<file path="src/hdl/dvd_pkg.sv">
package dvd_pkg;

    // Fixed field widths
    localparam int POS_W   = 24;
    localparam int TGT_W   = 25;
    localparam int SMO_W   = 40;
    localparam int CNT_W   = 32;
    localparam int ALPHA_W = 25;
    localparam int SPM_W   = 24;
    localparam int CFG_W   = 25;
    localparam int CFG_IDX_W = 1;
    localparam int FRAC_W  = 16;

    // Shared multiplier and accumulator
    localparam int MUL_A_W = 21;
    localparam int MUL_B_W = 25;
    localparam int MUL_P_W = MUL_A_W + MUL_B_W;
    localparam int ACC_W   = 66;

    // Register indexes
    localparam logic [CFG_IDX_W-1:0] CFG_ALPHA = 1'b0;
    localparam logic [CFG_IDX_W-1:0] CFG_SPM   = 1'b1;

    // Register reset values
    localparam logic [ALPHA_W-1:0] ALPHA_ONE = 25'h100_0000;
    localparam logic [ALPHA_W-1:0] ALPHA_RST = 25'd13167;
    localparam logic [SPM_W-1:0]   SPM_RST   = 24'd9244246;

    typedef enum logic [3:0] {
        ST_IDLE,
        ST_SM_LO,
        ST_SM_HI,
        ST_SM_UPD,
        ST_DL_LO,
        ST_DL_HI,
        ST_TGT,
        ST_RD_PRI,
        ST_RD_CUR,
        ST_RD_LAT,
        ST_MUL,
        ST_OUT
    } t_state;

    typedef struct packed {
        logic accept;
        logic sm_lo;
        logic sm_hi;
        logic sm_upd;
        logic dl_lo;
        logic dl_hi;
        logic tgt;
        logic rd_pri;
        logic rd_cur;
        logic rd_lat;
        logic mul;
        logic out_load;
    } t_cmd;

    typedef struct packed {
        logic do_read;
        logic out_free;
    } t_stat;

endpackage

</file>
<file path="src/hdl/dvd_ctrl.sv">
module dvd_ctrl (
    input  logic          i_clk,
    input  logic          i_rst_n,
    input  logic          i_in_valid,
    output logic          o_in_ready,
    input  dvd_pkg::t_stat i_stat,
    output dvd_pkg::t_cmd  o_cmd
);
    import dvd_pkg::*;

    t_state r_state;
    t_state n_state;

    // State register
    always_ff @(posedge i_clk) begin
        if (!i_rst_n) begin
            r_state <= ST_IDLE;
        end else begin
            r_state <= n_state;
        end
    end

    // Next state
    always_comb begin
        n_state = r_state;
        case (r_state)
            ST_IDLE:   if (i_in_valid) n_state = ST_SM_LO;
            ST_SM_LO:  n_state = ST_SM_HI;
            ST_SM_HI:  n_state = ST_SM_UPD;
            ST_SM_UPD: n_state = ST_DL_LO;
            ST_DL_LO:  n_state = ST_DL_HI;
            ST_DL_HI:  n_state = ST_TGT;
            ST_TGT:    n_state = ST_RD_PRI;
            ST_RD_PRI: n_state = i_stat.do_read ? ST_RD_CUR : ST_MUL;
            ST_RD_CUR: n_state = ST_RD_LAT;
            ST_RD_LAT: n_state = ST_MUL;
            ST_MUL:    n_state = ST_OUT;
            ST_OUT:    if (i_stat.out_free) n_state = ST_IDLE;
            default:   n_state = ST_IDLE;
        endcase
    end

    // Commands to the datapath
    always_comb begin
        o_cmd      = '0;
        o_in_ready = 1'b0;
        case (r_state)
            ST_IDLE: begin
                o_in_ready   = 1'b1;
                o_cmd.accept = i_in_valid;
            end
            ST_SM_LO:  o_cmd.sm_lo  = 1'b1;
            ST_SM_HI:  o_cmd.sm_hi  = 1'b1;
            ST_SM_UPD: o_cmd.sm_upd = 1'b1;
            ST_DL_LO:  o_cmd.dl_lo  = 1'b1;
            ST_DL_HI:  o_cmd.dl_hi  = 1'b1;
            ST_TGT:    o_cmd.tgt    = 1'b1;
            ST_RD_PRI: o_cmd.rd_pri = 1'b1;
            ST_RD_CUR: o_cmd.rd_cur = 1'b1;
            ST_RD_LAT: o_cmd.rd_lat = 1'b1;
            ST_MUL:    o_cmd.mul    = 1'b1;
            ST_OUT:    o_cmd.out_load = i_stat.out_free;
            default: begin
                o_cmd = '0;
            end
        endcase
    end

endmodule

</file>
<file path="config.mk">
export PLATFORM = sky130hd
export DESIGN_NAME = dvd_ctrl
export DESIGN_NICKNAME = d
export VERILOG_FILES = /design/src/hdl/dvd_pkg.sv /design/src/hdl/dvd_ctrl.sv
export SDC_FILE = /design/constraint.sdc
export NUM_CORES = 1
export LEC_CHECK = 0
export ABC_AREA = 1
export ABC_CLOCK_PERIOD_IN_PS = 1100
export BUFFER_PORTS_ARGS = -buffer_cell sky130_fd_sc_hd__buf_2
export CAP_MARGIN = 30
export CORE_AREA = 10 10 47 49
export DETAILED_ROUTE_END_ITERATION = 10
export DIE_AREA = 0 0 57 59
export GPL_TIMING_DRIVEN = 0
export SLEW_MARGIN = 20
export SYNTH_ARGS = -nofsm -noshare
export SYNTH_HDL_FRONTEND = slang
export SYNTH_SLANG_ARGS = --single-unit
</file>
<file path="constraint.sdc">
create_clock -name i_clk -period 1.1 [get_ports i_clk]
set_clock_uncertainty 0.15 [all_clocks]
set_input_delay 0.11 -clock i_clk [delete_from_list [all_inputs] [get_ports i_clk]]
set_output_delay 0.11 -clock i_clk [all_outputs]
set_load 0.02 [all_outputs]
</file>
Yosys cells after proc, flatten, opt, wreduce, memory -nomap -nowiden
Index checks and enable logic that the tools add are counted.

storage, ports and cells
  bits in registers = 4
  bits of input ports = 5
  output and inout bits = 13

cells by class
  eq/ne operators = 13
  multiplexer cells = 17
  reductions and logical operators = 2

operators with widths
  operator                                             number
  case mux 4 bit (12 select lines)                     1
  equality test 4 x 3 -> 1 bit, second input constant  4
  equality test 4 bit, second input constant           4
  two-way mux 1 bit                                    13
  equality test 4 x 2 -> 1 bit, second input constant  2
  two-way mux 4 bit                                    2
  equality test 4 x 1 -> 1 bit, second input constant  1
  logical NOT 4 bit                                    1
  inequality test 2 bit, second input constant         2
  two-way mux 2 bit                                    1
  AND reduction 2 bit                                  1

Logic depth before layout (Yosys ltp)
Gate-level depths: netlist of the first run.

  depth in word-level cells = 3
  depth in mapped cells = 7
  gate-level depth less buffers = 7

Worst setup path before layout of the first run
Ideal clock, no wire load.

  path kind = reg2out
  from = register r_state[3]
  to = output port o_cmd[11] in the netlist's numbering
  arrival time = 0.998 ns
  data required time = 0.840 ns
  setup slack = -0.158 ns
  stages on the path, launching flop included = 4
  path buffers = 0
  cell sequence = dfxtp_1 inv_1 nand2_2 nor3_1

RTL lines
  item                      RTL line        RTL
  start: declaration        dvd_ctrl.sv:11  t_state r_state;
  start signal: assignment  dvd_ctrl.sv:19  r_state <= n_state;
  end: declaration          dvd_ctrl.sv:7   output dvd_pkg::t_cmd o_cmd

==> summary.txt, run 1 <==
Synth
  • Top-area cell type share of the netlist area: about a quarter
  • Gate Count Post-Synth: 53
  • Yosys warns: 0
  • Largest area contributor in the netlist: dfxtp_1
  • Syn_nets: 58
  • Yosys reg bits: 4
  • Synth area leaders: dfxtp_1 27%, inv_1 16%, nor2_1 16%, nand2_1 8.8%, a21oi_1 8.3%
  • Synth unique cells: 10
  • Post-synthesis average cell area: 5.67 um2
  • Register area share after synthesis: 26.7%
  • Mapped Area: 300 um2

STA
  • Worst-margin pin slew: approximately 0.19 ns
  • Slew HR: 87.0%
  • Final setup violation count: 16
  • Final TNS setup: -2.49 ns
  • Fmax: 767 MHz
  • Final worst path period need: 1.30 ns
  • Final Max Tran Viols: 0
  • Fin. Hold Viols: 0
  • Setup WS post-layout: -0.203 ns
  • RSZ-0062 raised after global routing: yes
  • Period utilisation layout: 118%

Power and ir drop
  • Pleak: a little over 0.3 nW
  • Power per Cell Area: 994 mW/mm2
  • Max IR drop VDD: just under 500 uV
  • Total Power: 639 uW

Route
  • DR WL/cell: 11.3 um
  • ANT nets after route: 0
  • DRC viols: 0
  • Drt first pass iters: 3
  • Initial drt markers: 3
  • Post-Route WL: 1.06 mm
  • Via count: 399
  • Vias per cell: 4.24

Cells and area
  • Biggest register: r_state
  • Fillcell total: 145
  • Regs by FF count: r_state x4
  • Number of flip-flops in the largest register: 4
  • Area growth syn-to-layout: 114%
  • Nets: 85
  • Reg area: ~95 um2
  • Layout cells sized above 1: 71.8%
  • Final Instance Area: 643 um2
  • Multi-input gate area: 270 um2
  • # diodes: 0

Global route
  • Largest net degree at the start of global routing: 9
  • Initial antenna violation count: 0
  • First-pass GRT wire length: 1.77 mm
  • GRT Resource Usage Total: 6.69%
  • Vias in the first global route: 416
  • Total grt overflow: 0

Placed design
  • Area after DPL: about 440 um2
  • HPWL after DPL: 758 um
  • Port bufs: 17
  • Setup Slack @ Placement: -0.0780 ns
  • RD Place Congestion: between 0.7 and 0.8

Clocking
  • Num CTS Buffers: 3
  • H-tree Lvls: 1
  • CTS tree: yes
  • Root buf cell: clkbuf_4
  • Worst-skew pair later-pin latency: around 0.23 ns
  • Clk buf depth: 2
  • Worst-path clk slew: 0.04 ns
  • Clock sinks: 4

Status
  • Failing checks: negative setup slack
  • Status: finished, violations left

Setup path
  • Crit end category: output pin
  • Kind of critical path: reg2out
  • Max FO, Critical Path: 6
  • Cell Chain, Critical Path: inv_4 -> nand2_4 -> nor3_2 -> buf_4
  • Slowest cell on crit path: dfxtp_4
  • CP arrival: 1.04 ns
  • Crit path required time: 0.84 ns
  • Worst Setup Start Kind: register
  • Max incr delay on CP: ~0.36 ns

Floorplanning
  • Die area: 0.00336 mm2
  • # IOs: 18
  • Die W: 57 um
  • Chip height: ~59 um
  • CORE AREA: between 0.001 and 0.0015 mm2
  • Initial Util: 21.4%
  • Cell row count: 14

Job
  • Max Cap Viol: 0

Hold path
  • Hold Path Class: in2reg
## path summary, 6_finish.rpt
check        startpoint         end  slack, ns  cells past startpoint
max reg2reg  r_state[1]  r_state[1]      -0.18                      8
min reg2reg  r_state[1]  r_state[2]       0.49                      3
min           i_stat[0]  r_state[3]       0.04                      4
max          r_state[2]    o_cmd[0]      -0.20                      4
## layer usage
metal / GRT usage [%] / part of all wire, % / wire [um]
met1: 5.90 / 39 / 418
met2: 11.0 / 51 / 538
met3: 4.08 / 9.6 / 102
met4: 5.03 / 0 / 0
met5: 0 / 0 / 0
## cell usage in the layout, fill, tap and decap left out
cell type / instances
buf_6: 5
nand2_1: 3
inv_1: 7
dfxtp_4: 4
nor2_2: 6
buf_4: 12
a21oi_2: 2
inv_4: 4
nand2_4: 4
nor3_2: 2
nor3_4: 1
nand2_8: 1
nand3_2: 2
nand2_2: 2
a21oi_1: 3
buf_2: 4
nor2_4: 2
clkbuf_4: 3
inv_2: 2
nand3_1: 2
dlygate4sd3_1: 1
nor2_1: 6
## layout make-up
type                       count  area share, %
inverter                      13           9.14
tap                           16           3.11
clock buffer                   3           3.50
sequential                     4           14.8
timing repair buffer          22           27.4
multi-input combinational     36           42.0
## timing repair
action / in CTS / in global routing
resized for setup: 35 / 13
pin swaps: 10 / 6
setup buffers: 3 / 1
endpoints found under the hold margin: 1 / 0
hold buffers: 1 / 0
gates cloned: 0 / 0
setup endpoints to repair: 16 / 17
## cell families (layout without fill, tap and decap cells)
family                 after synthesis  in the layout  share of synthesized area, %
AND/OR/NAND/NOR                     31             31                          48.8
flip-flops                           4              4                          26.7
AO/OA/AOI/OAI                        5              5                          8.33
buffers and inverters               13             38                          16.3
## worst max-delay path: cells and delay by family, from the launching register on
family	cells	cell delay [ns]
DFF	1	0.36
and+or+nand+nor	2	0.21
buffers and inverters	2	0.24
## stage by stage
stage | hold slack, ns | std cells | util (%)
after floorplan | 0.122 | 53 | -
after global placement | 0.235 | 86 | 31.3
after detailed placement | 0.242 | 86 | 31.3
after CTS | 0.0178 | 93 | 42.9
after global routing | 0.0523 | 94 | 45.9
final | 0.0370 | 94 | 45.9
## synth_stat cells
master,instances
nand2_1,7
nor3_1,2
nor2_1,13
inv_1,13
dfxtp_1,4
nand3_1,4
nor3_4,1
a21oi_1,5
nor2_2,1
nand2_2,3
## power by group
group	internal (mW)	total (mW)	leakage (nW)	switching, mW
clock network	0.122	0.178	0.0138	0.0566
logic	0.121	0.275	0.258	0.154
registers	0.157	0.185	0.0356	0.0283
total	0.400	0.639	0.307	0.239
No activity file was read; power rests on OpenSTA's default activity.
==> inputs of run 2 (changes only) <==
--- a/constraint.sdc
+++ b/constraint.sdc
@@ -3,3 +3,3 @@
 set_input_delay 0.11 -clock i_clk [delete_from_list [all_inputs] [get_ports i_clk]]
 set_output_delay 0.11 -clock i_clk [all_outputs]
-set_load 0.02 [all_outputs]
+set_load 0.1 [all_outputs]
==> summary.txt, run 2 (synthesis results as in run 1) <==
Status
  • Status: finished, violations left
  • Failing checks: negative setup slack

Floorplanning
  • CORE AREA: 0.00140 mm2
  • Die area: 0.00336 mm2
  • # IOs: 18
  • Initial Util: between 20 and 25%
  • Die W: 57 um
  • Cell row count: 14
  • Chip height: approximately 59 um

Placed design
  • Port bufs: 17
  • Inst Count DP: 86
  • HPWL after DPL: 789 um
  • RD Place Congestion: 0.783
  • Area after DPL: 542 um2
  • Setup Slack @ Placement: -0.318 ns

Setup path
  • Stages on the worst setup path: 4
  • Max incr delay on CP: 0.37 ns
  • Slowest cell on crit path: dfxtp_4
  • Buf/Inv on CP: 2
  • Max FO, Critical Path: 5
  • Worst Setup Start Kind: register
  • Reg2Reg Depth: 7
  • Crit path max-delay family: flip-flops
  • Kind of critical path: reg2out
  • Crit path required time: 0.84 ns
  • CP arrival: 1.20 ns
  • Cell Chain, Critical Path: inv_6 -> nand2_8 -> nor3_4 -> buf_12
  • Crit end category: output pin

Route
  • DRC viols: 0
  • Via count: 429
  • Post-Route WL: 1.19 mm
  • DR WL/cell: 12.5 um
  • ANT nets after route: 0
  • Vias per cell: 4.52
  • Drt first pass iters: 4
  • Initial drt markers: 6

Cells and area
  • Number of flip-flops in the largest register: 4
  • Regs by FF count: r_state x4
  • Non-filler instance count after layout: 95
  • Nets: 85
  • Layout cells sized above 1: 77.2%
  • Commonest non-fill, non-tap cell in the layout: buf_12
  • Biggest register: r_state
  • Area growth syn-to-layout: 210%
  • # diodes: 0
  • Final Instance Area: 930 um2
  • Most frequent cells in the layout: 14 x buf_12, 10 x nor2_4, 6 x inv_1

Hold path
  • Number of cells on the worst hold path: 4
  • Hold Path Class: in2reg

STA
  • Fin. Hold Viols: 0
  • Period utilisation layout: 133%
  • Worst-margin pin slew: 0.196 ns
  • Setup WS post-layout: -0.363 ns
  • Final worst path period need: 1.46 ns
  • Fmax: 684 MHz
  • Slew HR: between 80% and 90%
  • Final Max Tran Viols: 0
  • Final setup violation count: 16
  • RSZ-0062 raised after global routing: yes

Clocking
  • Worst-skew pair later-pin latency: about 0.24 ns
  • Worst-path clk slew: 0.04 ns
  • H-tree Lvls: 1
  • Clk buf depth: 2
  • CTS tree: yes
  • Clock sinks: 4
  • Root buf cell: clkbuf_4
  • Num CTS Buffers: 3

Global route
  • GR Layer Usage met3: 3.43%
  • GRT Resource Usage Total: 7.18%
  • Total grt overflow: 0
  • First-pass GRT wire length: around 2.0 mm
  • M1 GR Usage: 7.15%
  • Initial antenna violation count: 0
  • Met2 GRT Util: about an eighth
  • Layer with the highest usage: met2
  • Largest net degree at the start of global routing: 9
  • Vias in the first global route: 459

Power and ir drop
  • Total Power: 977 uW
  • Max IR drop VDD: 583 uV
  • Pleak: between 0.3 and 0.4 nW
  • Power per Cell Area: 1050 mW/mm2

Job
  • Max Cap Viol: 0
run 2: changes by cell type in the layout (fill, tap and decap cells not counted), moves of 4 or more:
cell	previous run	this run
buf_12	0	14
buf_4	12	2
nor2_4	2	10
nor2_2	6	0
buf_6	5	1
run 2: worst paths after layout:
path / from / slack, ns / to
worst max-delay path: r_state[2] / -0.36 / o_cmd[11]
worst min-delay path: i_stat[0] / 0.05 / r_state[3]
worst max register to register: r_state[3] / -0.16 / r_state[3]
worst min register to register: r_state[3] / 0.49 / r_state[2]
run 2: worst min-delay path, cell delays in order:
cell     delay, ns
buf_2         0.11
nor3_4        0.05
inv_1         0.07
a21oi_2       0.05
run 2: timing repair:
action | 4_1_cts | 5_1_grt
resized for setup | 57 | 26
hold endpoints to repair | 2 | 0
pin swaps | 5 | 9
setup buffers | 2 | 2
setup endpoints to repair | 16 | 16
hold buffers | 1 | 0
run 2: per-layer routing:
layer  part of all wire (%)  wire [um]  vias up
li1                       -          -      219
met1                     35        411      194
met3                    7.4         88        2
met4                   0.92         11        0
met2                     57        679       14
met5                      0          0        -
run 2: where the power goes:
group | switching [mW] | internal (mW)
sequential | 0.0382 | 0.157
clock | 0.0661 | 0.137
combinational | 0.377 | 0.203
run 2: final cells by class:
| type | instances | area [um2] |
|---|---|---|
| multi-input combinational | 36 | 372 |
| timing repair buffer | 22 | 337 |
| fill | 106 | 472 |
| clock buffer | 4 | 26.3 |
| inverter | 13 | 80.1 |
| tap | 16 | 20.0 |
| sequential | 4 | 95.1 |
run 2: stage by stage:
step                setup TNS, ns  hold slack (ns)  util, %
finish                      -4.34           0.0456     66.3
global placement            -3.65            0.230     38.7
global route                -5.19           0.0586     66.3
detailed placement          -3.82            0.233     38.7
floorplan                   -4.30            0.115        -
CTS                         -4.26           0.0343     57.1
